<file path="src/sv/sh3_pkg.sv">
// Shared types and constants for the 3x3 cross sharpen stream.
// No dependencies; imported by every module of the block.
package sh3_pkg;

    localparam int WIDTH_W  = 12;
    localparam int HEIGHT_W = 13;
    localparam int CHAN_W   = 3;
    localparam int ROW_W    = 12;
    localparam int LEN_W    = WIDTH_W + CHAN_W;
    localparam int PIX_W    = 8;
    localparam int ACC_W    = 12;

    localparam int ADDR_BUS_W = 4;
    localparam int DATA_BUS_W = 32;

    localparam logic [1:0] REG_WIDTH    = 2'd0;
    localparam logic [1:0] REG_HEIGHT   = 2'd1;
    localparam logic [1:0] REG_CHANNELS = 2'd2;

    localparam logic [WIDTH_W-1:0]  RST_WIDTH    = 12'd640;
    localparam logic [HEIGHT_W-1:0] RST_HEIGHT   = 13'd480;
    localparam logic [CHAN_W-1:0]   RST_CHANNELS = 3'd3;

    localparam logic [WIDTH_W-1:0]  MIN_WIDTH  = 12'd3;
    localparam logic [HEIGHT_W-1:0] MIN_HEIGHT = 13'd3;
    localparam logic [HEIGHT_W-1:0] MAX_HEIGHT = 13'd4096;
    localparam logic [CHAN_W-1:0]   MIN_CHANNELS = 3'd1;

    // floor(p/3) == (p * RECIP_3) >> RECIP_SHIFT for every p below 2**17
    localparam int RECIP_W = 16;
    localparam logic [RECIP_W-1:0] RECIP_3 = 16'd43691;
    localparam int RECIP_SHIFT = 17;

    localparam logic [PIX_W-1:0] PIX_MAX = 8'd255;

    typedef struct packed {
        logic [WIDTH_W-1:0]  w;
        logic [HEIGHT_W-1:0] h;
        logic [CHAN_W-1:0]   c;
    } geom_t;

    typedef struct packed {
        logic flush;
        logic produce;
        logic interior;
        logic last;
    } step_t;

endpackage

</file>
<file path="src/sv/sh3_cfg.sv">
// Configuration registers behind the APB-style port, with range clamping.
// Depends on sh3_pkg.
module sh3_cfg #(
    parameter int MAX_WIDTH    = 2048,
    parameter int MAX_CHANNELS = 4
) (
    input  logic                               aclk,
    input  logic                               aresetn,
    input  logic                               psel,
    input  logic                               penable,
    input  logic                               pwrite,
    input  logic [sh3_pkg::ADDR_BUS_W-1:0]     paddr,
    input  logic [sh3_pkg::DATA_BUS_W-1:0]     pwdata,
    output logic [sh3_pkg::DATA_BUS_W-1:0]     prdata,
    output sh3_pkg::geom_t                     geom
);
    import sh3_pkg::*;

    logic [WIDTH_W-1:0]  width_reg;
    logic [HEIGHT_W-1:0] height_reg;
    logic [CHAN_W-1:0]   chan_reg;
    logic [1:0]          reg_idx;
    logic                wr_en;

    assign reg_idx = paddr[3:2];
    assign wr_en   = psel && penable && pwrite;

    always_ff @(posedge aclk) begin
        if (!aresetn) begin
            width_reg  <= RST_WIDTH;
            height_reg <= RST_HEIGHT;
            chan_reg   <= RST_CHANNELS;
        end else if (wr_en) begin
            unique case (reg_idx)
                REG_WIDTH:    width_reg  <= pwdata[WIDTH_W-1:0];
                REG_HEIGHT:   height_reg <= pwdata[HEIGHT_W-1:0];
                REG_CHANNELS: chan_reg   <= pwdata[CHAN_W-1:0];
                default: ;
            endcase
        end
    end

    always_comb begin
        unique case (reg_idx)
            REG_WIDTH:    prdata = DATA_BUS_W'(width_reg);
            REG_HEIGHT:   prdata = DATA_BUS_W'(height_reg);
            REG_CHANNELS: prdata = DATA_BUS_W'(chan_reg);
            default:      prdata = '0;
        endcase
    end

    // saturate each register into its legal range
    always_comb begin
        priority if (width_reg < MIN_WIDTH) begin
            geom.w = MIN_WIDTH;
        end else if (32'(width_reg) > 32'(MAX_WIDTH)) begin
            geom.w = WIDTH_W'(MAX_WIDTH);
        end else begin
            geom.w = width_reg;
        end

        priority if (height_reg < MIN_HEIGHT) begin
            geom.h = MIN_HEIGHT;
        end else if (height_reg > MAX_HEIGHT) begin
            geom.h = MAX_HEIGHT;
        end else begin
            geom.h = height_reg;
        end

        priority if (chan_reg < MIN_CHANNELS) begin
            geom.c = MIN_CHANNELS;
        end else if (32'(chan_reg) > 32'(MAX_CHANNELS)) begin
            geom.c = CHAN_W'(MAX_CHANNELS);
        end else begin
            geom.c = chan_reg;
        end
    end

endmodule

</file>
<file path="config.mk">
export PLATFORM = sky130hd
export DESIGN_NAME = sh3_cfg
export DESIGN_NICKNAME = d
export VERILOG_FILES = /design/src/sv/sh3_pkg.sv /design/src/sv/sh3_cfg.sv
export SDC_FILE = /design/constraint.sdc
export NUM_CORES = 1
export LEC_CHECK = 0
export BUFFER_PORTS_ARGS = -buffer_cell sky130_fd_sc_hd__buf_2
export CAP_MARGIN = 40
export CELL_PAD_IN_SITES_DETAIL_PLACEMENT = 0
export CELL_PAD_IN_SITES_GLOBAL_PLACEMENT = 1
export CORE_MARGIN = 2
export CORE_UTILIZATION = 30
export CTS_CLUSTER_DIAMETER = 50
export DETAILED_ROUTE_END_ITERATION = 10
export PLACE_DENSITY_LB_ADDON = 0.08
export SETUP_SLACK_MARGIN = 0.3
export SLEW_MARGIN = 25
export SYNTH_ARGS = -nofsm -noshare
export SYNTH_HDL_FRONTEND = slang
export SYNTH_SLANG_ARGS = --single-unit
export TNS_END_PERCENT = 50
</file>
<file path="constraint.sdc">
create_clock -name aclk -period 2.7 [get_ports aclk]
set_clock_uncertainty 0.2 [all_clocks]
set_input_delay 0.27 -clock aclk [delete_from_list [all_inputs] [get_ports aclk]]
set_output_delay 0.27 -clock aclk [all_outputs]
set_load 0.01 [all_outputs]
</file>
## After elaboration in Yosys (flattened, before gate mapping)

Cells that the tools add are included.

- Flip-flop bits (word level): 28
- Bits of input ports: 41
- Output and inout port bits: 60
- Logic and storage cells: 24

- Order comparisons: 6
- Equal/unequal tests: 2
- Mux-type cells: 7
- Reduce and logical (&&, ||, !) cells: 6

Operators by type and width:

| cell | number |
|---|---|
| 13-bit case mux with 3 select lines | 1 |
| 13-bit two-way mux | 2 |
| 12-bit two-way mux | 2 |
| 13-bit > comparator, second input constant | 1 |
| 13-bit by 2-bit < comparator with 1-bit output, second input constant | 1 |
| 12-bit > comparator, second input constant | 1 |
| 12-bit by 2-bit < comparator with 1-bit output, second input constant | 1 |
| 3-bit two-way mux | 2 |
| 2-bit AND reduction | 3 |
| 3-bit > comparator, second input constant | 1 |
| 3-bit by 1-bit < comparator with 1-bit output, second input constant | 1 |
| 2-bit by 1-bit equality test with 1-bit output, second input constant | 1 |
| 2-bit equality test, second input constant | 1 |
| 1-bit logical AND | 2 |
| 2-bit logical NOT | 1 |

## Depth between registers and ports, before layout

- Word-level depth: 3
- Mapped depth: 4
- Gate-level depth less buffers: 3

## Least setup slack after synthesis

Ideal clock, no wire load.

- Path type: input to output
- Start point: input port paddr[3] in the netlist's numbering
- End point: output port prdata[1] in the netlist's numbering
- Data arrival time: 931 ps
- Data required time: 2230 ps
- Path slack: 1299 ps
- Cell stages on the path: 3
- Buffers on the path: 2
- Cells stage by stage: buf_2 -> buf_1 -> o21ai_0

- Cells in the longest elaborated chain, start to end: 2
- Elaborated cells on any way between the ends: 4
- Those cells by class: eq/ne: 2; mux: 1; reduce/logical: 1

Ends and longest elaborated chain:

| item | RTL line | text |
|---|---|---|
| start, declared | sh3_cfg.sv:12 | `input logic [sh3_pkg::ADDR_BUS_W-1:0] paddr,` |
| 2-bit equality test (tied with other cells) | sh3_cfg.sv:44 | `unique case (reg_idx)` |
| 13-bit case mux with 3 select lines (*) | sh3_cfg.sv:44 |  |
| end, declared | sh3_cfg.sv:14 | `output logic [sh3_pkg::DATA_BUS_W-1:0] prdata,` |

Every way passes the cells marked *; elsewhere a longest branch is shown, timed or not.

==> reports/qor.txt <==
========================================================================================================
Data arrival time of the worst path                                                              1610 ps
Number of placement rows                                                                              27
Longest individual stage delay on the worst path                                                  510 ps
Total track usage                                                                                  14.8%
Port Buf Inserts                                                                                      60
Height of the chip                                                                               79.8 um
Slew at the pin with the worst max-slew slack                                                     593 ps
Register area                                                                                  561 sq um
Maximum number of pins on one net before global-route repair                                          29
Most common library cells after synthesis                                                   35 x nand2_1, 34 x mux2i_1, 28 x dfxtp_1, 21 x buf_4, 19 x nor2b_1
Status                                                                                      finished clean
EDFF count, synth                                                                                      0
Buffers plus inverters on the worst setup path                                                         1
Wire length of the first global-routing pass                                                     7.20 mm
Area of the mapped netlist                                                                    1720 sq um
RSZ-0062 raised after global routing                                                                  no
Startpoint types                                                                               flip-flop
Cell breakdown of the critical path                                                         nor4_1 > nand3_1 > o21ai_0 > buf_2
Post-detailed-route DRC marker count                                                                   0
Async set-or-reset flop fraction in the synthesized netlist                                           0%
Fraction of final layout cells sized beyond drive strength 1                                       26.6%
Library cell occupying the most area in the post-synthesis netlist                               dfxtp_1
Routed via count                                                                                    1467
Routed wire length                                                                               4.64 mm
Number of flip-flops and latches in the synthesized netlist                                           28
Detailed Routing Iterations Pass 1                                                                     6
Share of synthesized area occupied by flip-flops and latches                                       32.5%
Overall die area                                                                              6360 sq um
Internal                                                                                        0.561 mW
H-tree level count                                                                                     1
Number of vias per cell after detailed routing                                                      4.43
Filler Cells Inserted                                                                                627
Dominant cell by count in the synthesized netlist                                                nand2_1
Max-slew headroom                                                                                  60.4%
Area after detailed placement                                                                 1960 sq um
Area of the multi-input gates                                                                  957 sq um
Crit path time final                                                                             2080 ps
Most area-consuming cells after synthesis                                                   dfxtp_1 33%, mux2i_1 20%, buf_4 9.2%, nand2_1 7.6%, nor2b_1 6.9%
Total inserted antenna cells                                                                           0
Gr ovfl total                                                                                          0
Post-route setup slack                                                                            620 ps
Antenna violations before repair                                                                       0
Nets                                                                                                 302
GP Congestion                                                                                      0.744
Power share of the sequential group                                                                55.3%
Switching share of power                                                                           27.1%
Worst setup path category                                                                   flip-flop to output port
Share of the cycle needed by the critical path after routing                                       77.0%
Half-perimeter wire length after placement                                                       3.44 mm
Gate count after technology mapping                                                                  211
Initial DRC count                                                                                     32
Leakage power                                                                                   0.995 nW
Cts repair resizes                                                                                     0
Count of final hold-check violations                                                                   0
Class of the tightest hold or removal check                                                 input port to flip-flop
Non-Filler Cell Area, Final                                                                   2000 sq um
Total count of max-transition violations in the final report                                           0
Std-Cell Core Area                                                                            5540 sq um
Power dissipated by switching net loads                                                         0.209 mW
Post-CTS setup buffer count                                                                            0
Crit path max fanout                                                                                  16
Count of pins on the block boundary                                                                  101
Cell family contributing the most delay on the critical path                                simple AND/OR/NAND/NOR gates
TritonCTS clock tree                                                                                 yes
Share of power burned in combinational logic                                                       14.7%
Critical path capture point type                                                             output port
Total power                                                                                     0.770 mW
Clock tree root driver cell                                                                     clkbuf_8
Count of placed standard cells in the final layout, fillers left out                                 331
Achievable clock frequency                                                                     0.481 GHz
Data required time of the critical path                                                          2230 ps
Setup TNS                                                                                           0 ps
Count of hold buffers inserted by post-cts repair                                                      0
Yosys warning total                                                                                    0
Master of the slowest instance on the critical path                                              dfxtp_1
Largest register FFs                                                                                  13
Clk network pwr share                                                                              29.9%
Starting density of the core                                                                       31.1%
Die width                                                                                        79.8 um
Placement Setup Slack                                                                             823 ps
Remaining antenna violation count                                                                      0
Clk buf depth                                                                                          2
Cell total after placement                                                                           328
Most instantiated flip-flop cell in the synthesis netlist                                        dfxtp_1
Number of library cell types mapped by synthesis                                                      28
Clock latency on the worst-skew pair                                                              270 ps
Layout overhead on the synthesized area                                                            16.2%
Power per cell area                                                                          385 nW/um^2
Maximum resistive drop on vdd                                                                   0.167 mV
Post-CTS clock slew at the launch and capture registers of the worst setup and hold paths          90 ps
Count of max-cap constraint violations                                                                 0
Routed length per instance                                                                       14.0 um
Via count of the first global-routing pass                                                          1421
Syn Area/Cell                                                                                 8.17 sq um
Area share of the leading cell type in the synthesized netlist                                     32.5%
Final setup fails                                                                                      0
Clock sink count                                                                                      28
Number of CTS-inserted buffers                                                                         3
========================================================================================================
==> tightest hold or removal path, cell delays in order <==
cell and delay [ps]:
buf_2 100, nand2_1 50, mux2i_1 60
==> power groups by stage <==
| stage | registers (mW) | clock network, mW | logic (mW) |
|---|---|---|---|
| 2_1_floorplan | 0.432 | 0 | 0.0979 |
| 3_3_place_gp | 0.436 | 0 | 0.115 |
| 3_5_place_dp | 0.436 | 0 | 0.114 |
| 4_1_cts | 0.426 | 0.243 | 0.115 |
| 5_1_grt | 0.428 | 0.256 | 0.125 |
| 6_report | 0.426 | 0.231 | 0.114 |
==> metrics by stage <==
step	utilization [%]	hold slack [ps]
after detailed placement	35.4	273
after global placement	35.4	261
after CTS	36.1	34.0
after floorplan	-	212
after global routing	36.1	41.4
final	36.1	41.7
==> cell usage in the layout (no fill, tap or decap), types with 2 or more instances in the layout <==
cell and instances:
nor2b_1 19, buf_2 60, nor3_1 2, nand3_1 4, nor2_1 14, nor4_1 3
nand4b_1 3, conb_1 19, o211ai_1 6, nand2_1 35, inv_1 10, clkbuf_8 3
buf_4 2, dfxtp_1 28, mux2i_1 34, o21ai_0 5, a21oi_1 3
==> final timing paths <==
path | start | to | slack (ps) | cells past startpoint
worst max-delay path | height_reg[12]$_SDFFE_PN0P_ | geom[4] | 620 | 4
worst min-delay path | pwdata[12] | height_reg[12]$_SDFFE_PN0P_ | 40 | 3
worst max register to register | height_reg[12]$_SDFFE_PN0P_ | height_reg[12]$_SDFFE_PN0P_ | 1500 | 2
worst min register to register | width_reg[1]$_SDFFE_PN0P_ | width_reg[1]$_SDFFE_PN0P_ | 290 | 2
==> per-layer routing <==
metal / vias to the layer above / wire, um / part of all wire (%) / track usage (%)
met3: 2 / 221 / 4.8 / 2.38
met2: 41 / 2160 / 47 / 24.8
met5: - / 0 / 0 / 0
met4: 0 / 25 / 0.54 / 3.56
li1: 748 / - / - / -
met1: 676 / 2240 / 48 / 19.8
==> cells by family after synthesis <==
| family | synth area share [%] |
|---|---|
| flip-flops | 32.5 |
| buffers and inverters | 15.8 |
| other | 0.218 |
| AO/OA/AOI/OAI | 5.37 |
| multiplexers | 19.8 |
| AND/OR/NAND/NOR | 26.3 |
==> final cells by class <==
type,instances,share of cell area (%)
Multi-Input combinational cell,156,47.8
Sequential cell,28,28.0
Timing Repair Buffer,62,15.7
Tap cell,72,4.50
Clock buffer,3,2.06
Inverter,10,1.88
Power figures use the tool's default switching activity.
