<file path="config.mk">
export PLATFORM = sky130hd
export DESIGN_NAME = sh3_seq
export DESIGN_NICKNAME = d
export VERILOG_FILES = /design/src/sv/sh3_pkg.sv /design/src/sv/sh3_seq.sv
export SDC_FILE = /design/constraint.sdc
export NUM_CORES = 1
export LEC_CHECK = 0
export BUFFER_PORTS_ARGS = -buffer_cell sky130_fd_sc_hd__buf_2
export CAP_MARGIN = 20
export CORE_MARGIN = 2
export CORE_UTILIZATION = 38
export DETAILED_ROUTE_END_ITERATION = 6
export SYNTH_ARGS = -nofsm -noshare
export SYNTH_HDL_FRONTEND = slang
export SYNTH_SLANG_ARGS = --single-unit
</file>
<file path="constraint.sdc">
create_clock -name aclk -period 16.4 [get_ports aclk]
set_clock_uncertainty 0.1 [all_clocks]
set_input_delay 0 -clock aclk [delete_from_list [all_inputs] [get_ports aclk]]
set_output_delay 0 -clock aclk [all_outputs]
set_load 0.005 [all_outputs]
</file>
<file path="src/sv/sh3_pkg.sv">
// Shared types and constants for the 3x3 cross sharpen stream.
// No dependencies; imported by every module of the block.
package sh3_pkg;

    localparam int WIDTH_W  = 12;
    localparam int HEIGHT_W = 13;
    localparam int CHAN_W   = 3;
    localparam int ROW_W    = 12;
    localparam int LEN_W    = WIDTH_W + CHAN_W;
    localparam int PIX_W    = 8;
    localparam int ACC_W    = 12;

    localparam int ADDR_BUS_W = 4;
    localparam int DATA_BUS_W = 32;

    localparam logic [1:0] REG_WIDTH    = 2'd0;
    localparam logic [1:0] REG_HEIGHT   = 2'd1;
    localparam logic [1:0] REG_CHANNELS = 2'd2;

    localparam logic [WIDTH_W-1:0]  RST_WIDTH    = 12'd640;
    localparam logic [HEIGHT_W-1:0] RST_HEIGHT   = 13'd480;
    localparam logic [CHAN_W-1:0]   RST_CHANNELS = 3'd3;

    localparam logic [WIDTH_W-1:0]  MIN_WIDTH  = 12'd3;
    localparam logic [HEIGHT_W-1:0] MIN_HEIGHT = 13'd3;
    localparam logic [HEIGHT_W-1:0] MAX_HEIGHT = 13'd4096;
    localparam logic [CHAN_W-1:0]   MIN_CHANNELS = 3'd1;

    // floor(p/3) == (p * RECIP_3) >> RECIP_SHIFT for every p below 2**17
    localparam int RECIP_W = 16;
    localparam logic [RECIP_W-1:0] RECIP_3 = 16'd43691;
    localparam int RECIP_SHIFT = 17;

    localparam logic [PIX_W-1:0] PIX_MAX = 8'd255;

    typedef struct packed {
        logic [WIDTH_W-1:0]  w;
        logic [HEIGHT_W-1:0] h;
        logic [CHAN_W-1:0]   c;
    } geom_t;

    typedef struct packed {
        logic flush;
        logic produce;
        logic interior;
        logic last;
    } step_t;

endpackage

</file>
<file path="src/sv/sh3_seq.sv">
// Raster position tracking: sample, row and flush counters, border and
// end-of-row decisions, line store addresses. Depends on sh3_pkg.
module sh3_seq #(
    parameter int ADDR_W = 13
) (
    input  logic                aclk,
    input  logic                aresetn,
    input  sh3_pkg::geom_t      geom,
    input  logic                accept,
    input  logic                is_flush,
    output sh3_pkg::step_t      step,
    output logic [ADDR_W-1:0]   addr,
    output logic [ADDR_W-1:0]   right_addr
);
    import sh3_pkg::*;

    localparam int PROD_W = ADDR_W + RECIP_W;

    logic [ADDR_W-1:0]   sample_pos_reg, sample_pos_next;
    logic [ADDR_W-1:0]   flush_pos_reg, flush_pos_next;
    logic [ROW_W-1:0]    row_reg, row_next;
    logic [LEN_W-1:0]    len, len_last;
    logic [ADDR_W-1:0]   p, f, col;
    logic [ROW_W-1:0]    row;
    logic [HEIGHT_W-1:0] row_inc;
    logic [PROD_W-1:0]   prod;
    logic                samp_last, flush_last;

    assign len      = LEN_W'(geom.w) * LEN_W'(geom.c);
    assign len_last = len - LEN_W'(1);

    // positions left stale by a geometry change restart at zero
    assign p   = (32'(sample_pos_reg) >= 32'(len)) ? '0 : sample_pos_reg;
    assign f   = (32'(flush_pos_reg) >= 32'(len)) ? '0 : flush_pos_reg;
    assign row = (HEIGHT_W'(row_reg) >= geom.h) ? '0 : row_reg;

    assign samp_last  = (32'(p) == 32'(len_last));
    assign flush_last = (32'(f) == 32'(len_last));

    assign prod = PROD_W'(p) * PROD_W'(RECIP_3);

    always_comb begin
        unique case (geom.c)
            3'd1:    col = p;
            3'd2:    col = p >> 1;
            3'd3:    col = ADDR_W'(prod >> RECIP_SHIFT);
            3'd4:    col = p >> 2;
            default: col = p;
        endcase
    end

    always_comb begin
        step.flush    = is_flush;
        step.produce  = (row != '0);
        step.interior = (row >= ROW_W'(2)) && (col != '0)
                        && (32'(col) != 32'(geom.w - WIDTH_W'(1)));
        step.last     = is_flush ? flush_last : samp_last;
    end

    assign addr       = p;
    assign right_addr = p + ADDR_W'(geom.c);
    assign row_inc    = HEIGHT_W'(row) + HEIGHT_W'(1);

    always_comb begin
        sample_pos_next = sample_pos_reg;
        row_next        = row_reg;
        flush_pos_next  = flush_pos_reg;
        if (accept) begin
            if (is_flush) begin
                flush_pos_next = flush_last ? '0 : f + ADDR_W'(1);
            end else if (samp_last) begin
                sample_pos_next = '0;
                row_next        = (row_inc >= geom.h) ? '0 : ROW_W'(row_inc);
            end else begin
                sample_pos_next = p + ADDR_W'(1);
                row_next        = row;
            end
        end
    end

    always_ff @(posedge aclk) begin
        if (!aresetn) begin
            sample_pos_reg <= '0;
            row_reg        <= '0;
            flush_pos_reg  <= '0;
        end else begin
            sample_pos_reg <= sample_pos_next;
            row_reg        <= row_next;
            flush_pos_reg  <= flush_pos_next;
        end
    end

endmodule

</file>
# Yosys cells after proc, flatten, opt, wreduce, memory -nomap -nowiden
# Index checks and enable logic that the tools add are counted.
# op_classes
n_addsub	6
n_mul	2
order_cmp	5
n_eq_ne	6
muxes	9
bitwise	1
reduce_logical	6
# ops
cell	count
13-bit 2-to-1 mux	4
13-bit one-hot mux with 3 select lines	1
12-bit 2-to-1 mux	3
13-bit by 32-bit inequality test with 1-bit output	1
13-bit by 15-bit == test with 1-bit output	2
13-bit by 15-bit greater-or-equal comparator with 1-bit output	2
13-bit by 16-bit multiplier with 29-bit output, second input constant	1
13-bit by 1-bit adder with 13-bit output, second input constant	2
12-bit by 3-bit multiplier with 15-bit output	1
15-bit by 1-bit subtractor with 15-bit output, second input constant	1
12-bit by 1-bit adder with 13-bit output, second input constant	1
13-bit by 3-bit adder with 13-bit output	1
12-bit by 13-bit greater-or-equal comparator with 1-bit output	1
13-bit greater-or-equal comparator	1
13-bit nonzero test	1
12-bit by 1-bit subtractor with 13-bit output, second input constant	1
12-bit by 2-bit greater-or-equal comparator with 1-bit output, second input constant	1
12-bit nonzero test	1
3-bit by 2-bit == test with 1-bit output, second input constant	2
2-bit AND reduction	2
3-bit == test, second input constant	1
1-bit logical AND	2
1-bit 2-to-1 mux	1
1-bit inverter	1
# totals
ff_bits	38
in_bits	32
out_inout_bits	30
wordCells	38

# Longest topological paths before layout
# Gate-level depths: netlist (run 1).
# depth
depth_word	8
ltp_mapped	44
depth_no_buf	43

# Worst setup path before layout (run 1)
# OpenSTA, ideal clock, no wires.
# synth_path
path_kind	input-to-output
from	input geom[0] (netlist bit)
to	output step[1] (netlist bit)
arrival_time_ps	10087
required_time_ps	16300
slack_ps	6213
stages	41
path_buffers	4
path_cell_list	clkbuf_1 -> clkbuf_1 -> nand2_1 -> fa_1 -> inv_1 -> ha_1 -> o21ai_1 -> or2_2 -> o311ai_1 -> inv_1 -> ha_1 -> a21oi_1 -> o21ai_0 -> a21oi_1 -> a22o_1 -> a211oi_2 -> nor3b_2 -> nor2_1 -> [... 5 more ...] -> nor2_1 -> fa_1 -> fa_1 -> fa_1 -> inv_1 -> ha_1 -> a21o_1 -> a2111oi_0 -> o211ai_1 -> o21a_1 -> a41oi_1 -> xnor2_1 -> and2_1 -> a211oi_1 -> or4_1 -> a2111oi_0 -> nor4b_1 -> a21oi_1
# synth_rtl
element	line	rtl
start, declared	sh3_seq.sv:8	input sh3_pkg::geom_t geom,
end, declared	sh3_seq.sv:11	output sh3_pkg::step_t step,

==> results.md, run 1 <==
* Cts bufs inserted at 5
* Average detailed-routed wire length per instance at 17.38 µm
* Netlist area before placement at 0.009678 mm²
* Synth async-reset ratio at 0%
* Synth cell types at 93
* Design area at between 0.01 and 0.015 mm²
* DRC violations left at 0
* Final critical delay including setup and external delays at 11.22 ns
* Final design utilization at 41.64%
* Drt first-iter violations at around 620
* Clock tree sinks at 38
* Core Rows at 58
* Floorplan die height at 163.6 µm
* Cell leakage power at between 0.005 and 0.006 µW
* Number of synthesized flops with an enable pin at 0
* Number of iterations in the first detailed-routing pass at 5
* Setup tns final at 0 ns
* Die area at 0.02676 mm²
* Max-Slew Margin vs Limit at between 30% and 40%
* Post-synthesis cell count at around 1300
* Diodes inserted at 0
* Vias/cell at approximately 5.7
* Half-perimeter wire length after detailed placement at 22.90 mm
* CTS tree: built
* Buffer type at the clock tree root: sky130_fd_sc_hd__clkbuf_16
* Boundary Pins at between 60 and 70
* Placed Cells at 1613
* Worst-Skew Late Latency at 0.29 ns
* Register-to-register path setup slack at roughly 10 ns
* Routed wire length at about 28 mm
* Launch point of the worst reg-to-reg path: row_reg[0]
* Crit start category: primary input
* Maximum ir drop on the vdd rail at 0.03475 mV
* Core box area at 0.02511 mm²
* CP top delay family: adder cells
* Hold violation count in the final report at 0
* Count of placed standard cells in the final layout, fillers left out at 1622
* Result of the run: completed
* Most prevalent standard cell on the critical path: sky130_fd_sc_hd__ha_1
* H-tree Lvls at 2
* Pwr/cell area at 42.38 mW/mm²
* Power consumption at around 440 µW
* Crit. Startpoint: geom[0]
* FF-to-FF End: row_reg[3]
* Main combinational cell family by area after synthesis: adder cells
* Synthesized area divided by synthesized cell count at 7.651 µm²
* Stages on worst setup path at 40
* Worst Setup End Kind: primary output
* Antenna violations before repair at 0
* Number of filler instances in the final layout at 2665
* Overflow after GRT at 0
* Most frequent cells in the layout: sky130_fd_sc_hd__ha_1 (143), sky130_fd_sc_hd__inv_1 (141), sky130_fd_sc_hd__nand2_1 (118), sky130_fd_sc_hd__nor2_1 (97), sky130_fd_sc_hd__buf_2 (61)
* Horizontal extent of the die at ~160 µm
* Mux cell area share after synthesis at 0.9696%
* Via Count at 9302
* Crit Path Class: in -> out
* Total of buffers placed on input and output ports at 61
* RSZ-0062 raised after global routing: false
* Longest Clk Path Bufs at 2
* Final RePlAce weighted congestion at 0.8952
* Synthesized-area fraction occupied by ao, oa, aoi and oai cells at between 20% and 30%
* Part of the Yosys area used for sequential elements at 7.860%
* Worst Path Required at 16.30 ns
* Maximum number of pins on one net before global-route repair at 27
* Global-route wire length before repair at 46.69 mm
* Peak fanout along the critical path at 26
* Vias in the first global route at 9020
* Initial standard-cell utilization of the core at 38.54%
* Most frequent standard cell in the layout excluding fill and tap cells: sky130_fd_sc_hd__ha_1
* Fraction of layout instances using a drive strength above 1 at 8.359%
* Yosys warnings at 0
* Achievable Freq at 0.08912 GHz
* Flip-flop and latch count after synthesis at 38
* Synthesized-area fraction occupied by adder cells at between 30% and 40%
* Transition time at the pin with the least slew margin at 0.9860 ns
* Largest stage delay, worst path at ~0.64 ns
* Net count after synthesis at 1500
* Signed area change from the synthesized netlist to the final layout at 8.028%
* Buffer and inverter count on the worst path at 6
* CTS resizes at 0
* Synthesized-area fraction occupied by xor and xnor cells at slightly above 7%
* Type of the tightest min-delay check: in -> out
* End point of the critical path: step[1]
* Fin nets at 1526
* Worst reg2reg path depth at 30
* Number of slew-limit violations in the final report at 0
* Simple-gate area share of the yosys netlist at between 20% and 30%
* Antenna violation net count after detailed routing at 0
* Dpl cell area at 0.01025 mm²
* Worst Path Arrival at 11.12 ns
* Slowest stage cell on the critical path: sky130_fd_sc_hd__o311ai_1
* Global-route usage over all layers at 21.49%
* Max Cap Viol at 0
* Final period utilization at 68.42%
* Final setup violating endpoints at 0
* Commonest register cell after synthesis: sky130_fd_sc_hd__dfxtp_1
## cell type report
| type | count | area, µm² | area share [%] |
|---|---|---|---|
| inverters | 143 | 536.8 | 5.134 |
| clock buffers | 5 | 125.1 | 1.197 |
| repair buffers | 71 | 382.9 | 3.662 |
| clock inverters | 3 | 68.82 | 0.6582 |
| multi-input cells | 1032 | 8168 | 78.12 |
| well taps | 330 | 412.9 | 3.949 |
| flip-flops and latches | 38 | 760.7 | 7.276 |
## layer usage
| metal | routed length [µm] | share of wire, % | up-vias | GRT usage [%] |
|---|---|---|---|---|
| met1 | 13070 | 46 | 4453 | 29.84 |
| met2 | 12950 | 46 | 263 | 35.56 |
| met3 | 1554 | 5.5 | 38 | 2.717 |
| li1 | - | - | 4548 | - |
| met5 | 0 | 0 | - | 0 |
| met4 | 612 | 2.2 | 0 | 4.864 |
## per-stage QoR
step	setup slack, ns	hold WS, ns
detailed placement	5.289	0.1730
CTS	5.236	0.1735
floorplan	6.213	-0.03689
global placement	5.627	0.1680
finish	5.179	0.1672
global route	4.320	0.1872
## worst reg2reg max path: cells and delay by family, from the launching register on
family	cells	cell delay (ns)
AOI/OAI and AO/OA	17	3.15
DFF	1	0.36
xor gates and xnor gates	1	0.15
buffers and inverters	3	0.38
and+or+nand+nor	6	1.44
adders and majority gates	3	0.77
## Yosys cell counts, drive strengths merged, types with 34 or more instances
master	n	area, µm²
o21ai	53	284.0
nand3	44	220.2
xnor2	45	394.1
nor2	97	364.1
fa	60	1201
nand2	118	442.9
inv	142	533.0
ha	143	1789
xor2	34	297.8
dfxtp	38	760.7
a21oi	58	290.3
and2	34	212.7
clkbuf	40	150.1
## worst min-delay path by stage
stage,end,from,slack [ns],cells past startpoint
global placement,step[3],is_flush,0.17,2
CTS,step[3],is_flush,0.17,2
floorplan,step[0],is_flush,-0.04,1
detailed placement,step[3],is_flush,0.17,2
global route,step[3],is_flush,0.19,2
finish,step[3],is_flush,0.17,2
## cell families after synthesis
| logic type | Yosys count |
|---|---|
| compound gates | 291 |
| xor+xnor | 79 |
| fa+ha+maj | 205 |
| buf+inv | 195 |
| flops | 38 |
| mux | 9 |
| simple gates | 448 |
## power by group
part / switching (µW) / internal [µW] / total (µW)
Combinational: 145 / 74.8 / 220
Sequential: 1.13 / 92.8 / 93.9
Clock: 41.8 / 87.5 / 129
## what timing repair did
item / CTS / global route
setup buffers: 0 / 0
endpoints found under the setup margin: 0 / 0
hold endpoints to repair: 1 / 0
hold buffers: 1 / 0
(Power assumes the default switching activity.)
==> run 2: changes to the inputs <==
==> constraint.sdc (replaced) <==
create_clock -name aclk -period 10.05 [get_ports aclk]
set_clock_uncertainty 0.1 [all_clocks]
set_input_delay 0 -clock aclk [delete_from_list [all_inputs] [get_ports aclk]]
set_output_delay 0 -clock aclk [all_outputs]
set_load 0.005 [all_outputs]
==> run 2 against run 1 <==
  * Global-route usage grew 0.40 points
  * Sequential power up 64%
  * Total power up 58%
  * Worst hold slack barely moved
  * Via count grew 0.92%
  * Largest cell class unchanged
  * First-iteration DRC count shrank 2.7%
  * Die area unchanged
  * Largest power group unchanged
  * Setup slack worse by 4.7 ns
==> results.md, run 2 (same netlist as run 1, synthesis figures left out) <==
* Result of the run: completed (unchanged)
* Final critical delay including setup and external delays at 9.562 ns
* Cell leakage power at 0.005187 µW (was 0.005040 µW)
* Clock tree sinks at 38 (unchanged)
* Global-route usage over all layers at 21.89% (was 21.49%)
* Most frequent cells in the layout: sky130_fd_sc_hd__inv_1 (139), sky130_fd_sc_hd__ha_1 (134), sky130_fd_sc_hd__nand2_1 (118), sky130_fd_sc_hd__nor2_1 (94), sky130_fd_sc_hd__buf_2 (59) (was sky130_fd_sc_hd__ha_1 (143), sky130_fd_sc_hd__inv_1 (141), sky130_fd_sc_hd__nand2_1 (118), sky130_fd_sc_hd__nor2_1 (97), sky130_fd_sc_hd__buf_2 (61))
* Final design utilization at 43.41% (was 41.64%)
* Number of iterations in the first detailed-routing pass at 5 (unchanged)
* Die area at 0.02676 mm² (unchanged)
* Maximum number of pins on one net before global-route repair at 27 (unchanged)
* Cts bufs inserted at 5 (unchanged)
* Achievable Freq at 0.1046 GHz
* Final RePlAce weighted congestion at 0.9133 (was 0.8952)
* Maximum ir drop on the vdd rail at 0.05460 mV (was 0.03475 mV)
* Vias in the first global route at 9140 (was 9020)
* Signed area change from the synthesized netlist to the final layout at 12.62% (was 8.028%)
* Peak fanout along the critical path at 13 (was 26)
* Register-to-register path setup slack at 3.54 ns (was 10.02 ns)
* Horizontal extent of the die at 163.6 µm (unchanged)
* Routed wire length at 29.25 mm (was 28.18 mm)
* Antenna violations before repair at 0 (unchanged)
* Most frequent standard cell in the layout excluding fill and tap cells: sky130_fd_sc_hd__inv_1 (was sky130_fd_sc_hd__ha_1)
* Worst Setup End Kind: primary output (unchanged)
* Design area at 0.01090 mm² (was 0.01046 mm²)
* Max-Slew Margin vs Limit at 29.72% (was 34.27%)
* Worst Min Path Start: is_flush (unchanged)
* Most prevalent standard cell on the critical path: sky130_fd_sc_hd__fa_1 (was sky130_fd_sc_hd__ha_1)
* Half-perimeter wire length after detailed placement at 23.61 mm (was 22.90 mm)
* Fin nets at 1558 (was 1526)
* Diodes inserted at 0 (unchanged)
* Power consumption at 701.2 µW (was 443.0 µW)
* Type of the tightest min-delay check: in -> out (unchanged)
* Crit Path Class: in -> out (unchanged)
* Worst-Skew Late Latency at 0.29 ns (about the same)
* FF-to-FF End: row_reg[5] (was row_reg[3])
* Launch point of the worst reg-to-reg path: row_reg[0] (unchanged)
* Core Rows at 58 (unchanged)
* Drt first-iter violations at 604 (was 621)
* Final setup violating endpoints at 0 (unchanged)
* Dpl cell area at 0.01045 mm² (was 0.01025 mm²)
* Overflow after GRT at 0 (unchanged)
* Number of slew-limit violations in the final report at 0 (unchanged)
* Worst Path Arrival at 9.46 ns (was 11.12 ns)
* Hold Path Depth at 2 (unchanged)
* Transition time at the pin with the least slew margin at 1.052 ns (was 0.9860 ns)
* Average detailed-routed wire length per instance at 17.68 µm (was 17.38 µm)
* Via Count at 9388 (was 9302)
* H-tree Lvls at 2 (unchanged)
* Worst reg2reg path depth at 30 (unchanged)
* Largest stage delay, worst path at 0.55 ns (was 0.64 ns)
* DRC violations left at 0 (unchanged)
* Boundary Pins at 62 (unchanged)
* Vias/cell at 5.676 (was 5.735)
* Crit start category: primary input (unchanged)
* CTS tree: built (unchanged)
* WHS Endpoint: step[3] (unchanged)
* Final period utilization at 95.14%
* Initial standard-cell utilization of the core at 38.54% (unchanged)
* Worst Path Required at 9.95 ns (was 16.30 ns)
* Antenna violation net count after detailed routing at 0 (unchanged)
* Slowest stage cell on the critical path: sky130_fd_sc_hd__fa_1 (was sky130_fd_sc_hd__o311ai_1)
* Buffer type at the clock tree root: sky130_fd_sc_hd__clkbuf_16 (unchanged)
* Core box area at 0.02511 mm² (unchanged)
* Total of buffers placed on input and output ports at 61 (unchanged)
* Pwr/cell area at 64.33 mW/mm² (was 42.38 mW/mm²)
* Max Cap Viol at 0 (unchanged)
* Global-route wire length before repair at 47.26 mm (was 46.69 mm)
* Hold violation count in the final report at 0 (unchanged)
* Longest Clk Path Bufs at 2 (unchanged)
* Floorplan die height at 163.6 µm (unchanged)
* Fraction of layout instances using a drive strength above 1 at 13.37% (was 8.359%)
==> run 2: changes by cell type in the layout (fill, tap and decap cells not counted), sizes merged <==
cell      before  now
buf           70  100
bufinv         2    0
clkbuf         5    8
clkinvlp       0    1
==> run 2: critical path, delay by kind of cell <==
| kind | cells | cell delay, ns |
|---|---|---|
| fa+ha+maj | 10 | 3.90 |
| simple gates | 10 | 2.21 |
| compound gates | 11 | 2.11 |
| buf+inv | 7 | 0.78 |
| xor+xnor | 2 | 0.30 |
| mux | 1 | 0.15 |
==> run 2: per-stage QoR <==
step | setup TNS, ns | instances | hold slack (ns) | worst slack, ns
6_report | 0 | 1654 | 0.1675 | 0.4885
5_1_grt | -0.02979 | 1654 | 0.1899 | -0.02979
4_1_cts | 0 | 1648 | 0.1712 | 0.05112
3_5_place_dp | 0 | 1639 | 0.1705 | 0.06384
3_3_place_gp | 0 | 1639 | 0.1698 | 0.2162
2_1_floorplan | 0 | 1265 | -0.03689 | 0.03955
==> run 2: area by class of cell <==
class / instances / area (µm²)
sequential: 38 / 760.7
fill: 2606 / 14210
clock buffer: 6 / 138.9
clock inverter: 2 / 12.51
inverter: 143 / 536.8
tap: 330 / 412.9
multi-input combinational: 1032 / 8402
timing repair buffer: 103 / 635.6
==> run 2: what timing repair did <==
item	4_1_cts	5_1_grt
endpoints found under the setup margin	0	1
endpoints found under the hold margin	1	0
resized for setup	0	49
hold buffers	1	0
buffers inserted	0	6
==> run 2: power by group <==
part,switching (µW),internal (µW)
logic,244,136
clock network,69.1,98.4
registers,2.05,151
total,315,386
==> run 2: layer usage <==
metal  wire length (µm)  global-route usage, %  up-vias  share of wire [%]
met2              13620                  36.80      236                 47
met3               1319                  2.768       53                4.5
li1                   -                      -     4615                  -
met4                745                  6.140        0                2.5
met1              13570                  29.47     4484                 46
met5                  0                      0        -                  0
==> run 2: worst max-delay path by stage <==
stage	startpoint	to	slack (ns)
floorplan	geom[0]	step[1]	0.04
global placement	geom[2]	step[1]	0.22
detailed placement	geom[2]	step[1]	0.06
CTS	geom[2]	step[1]	0.05
global route	geom[2]	step[1]	-0.03
finish	geom[2]	step[1]	0.49
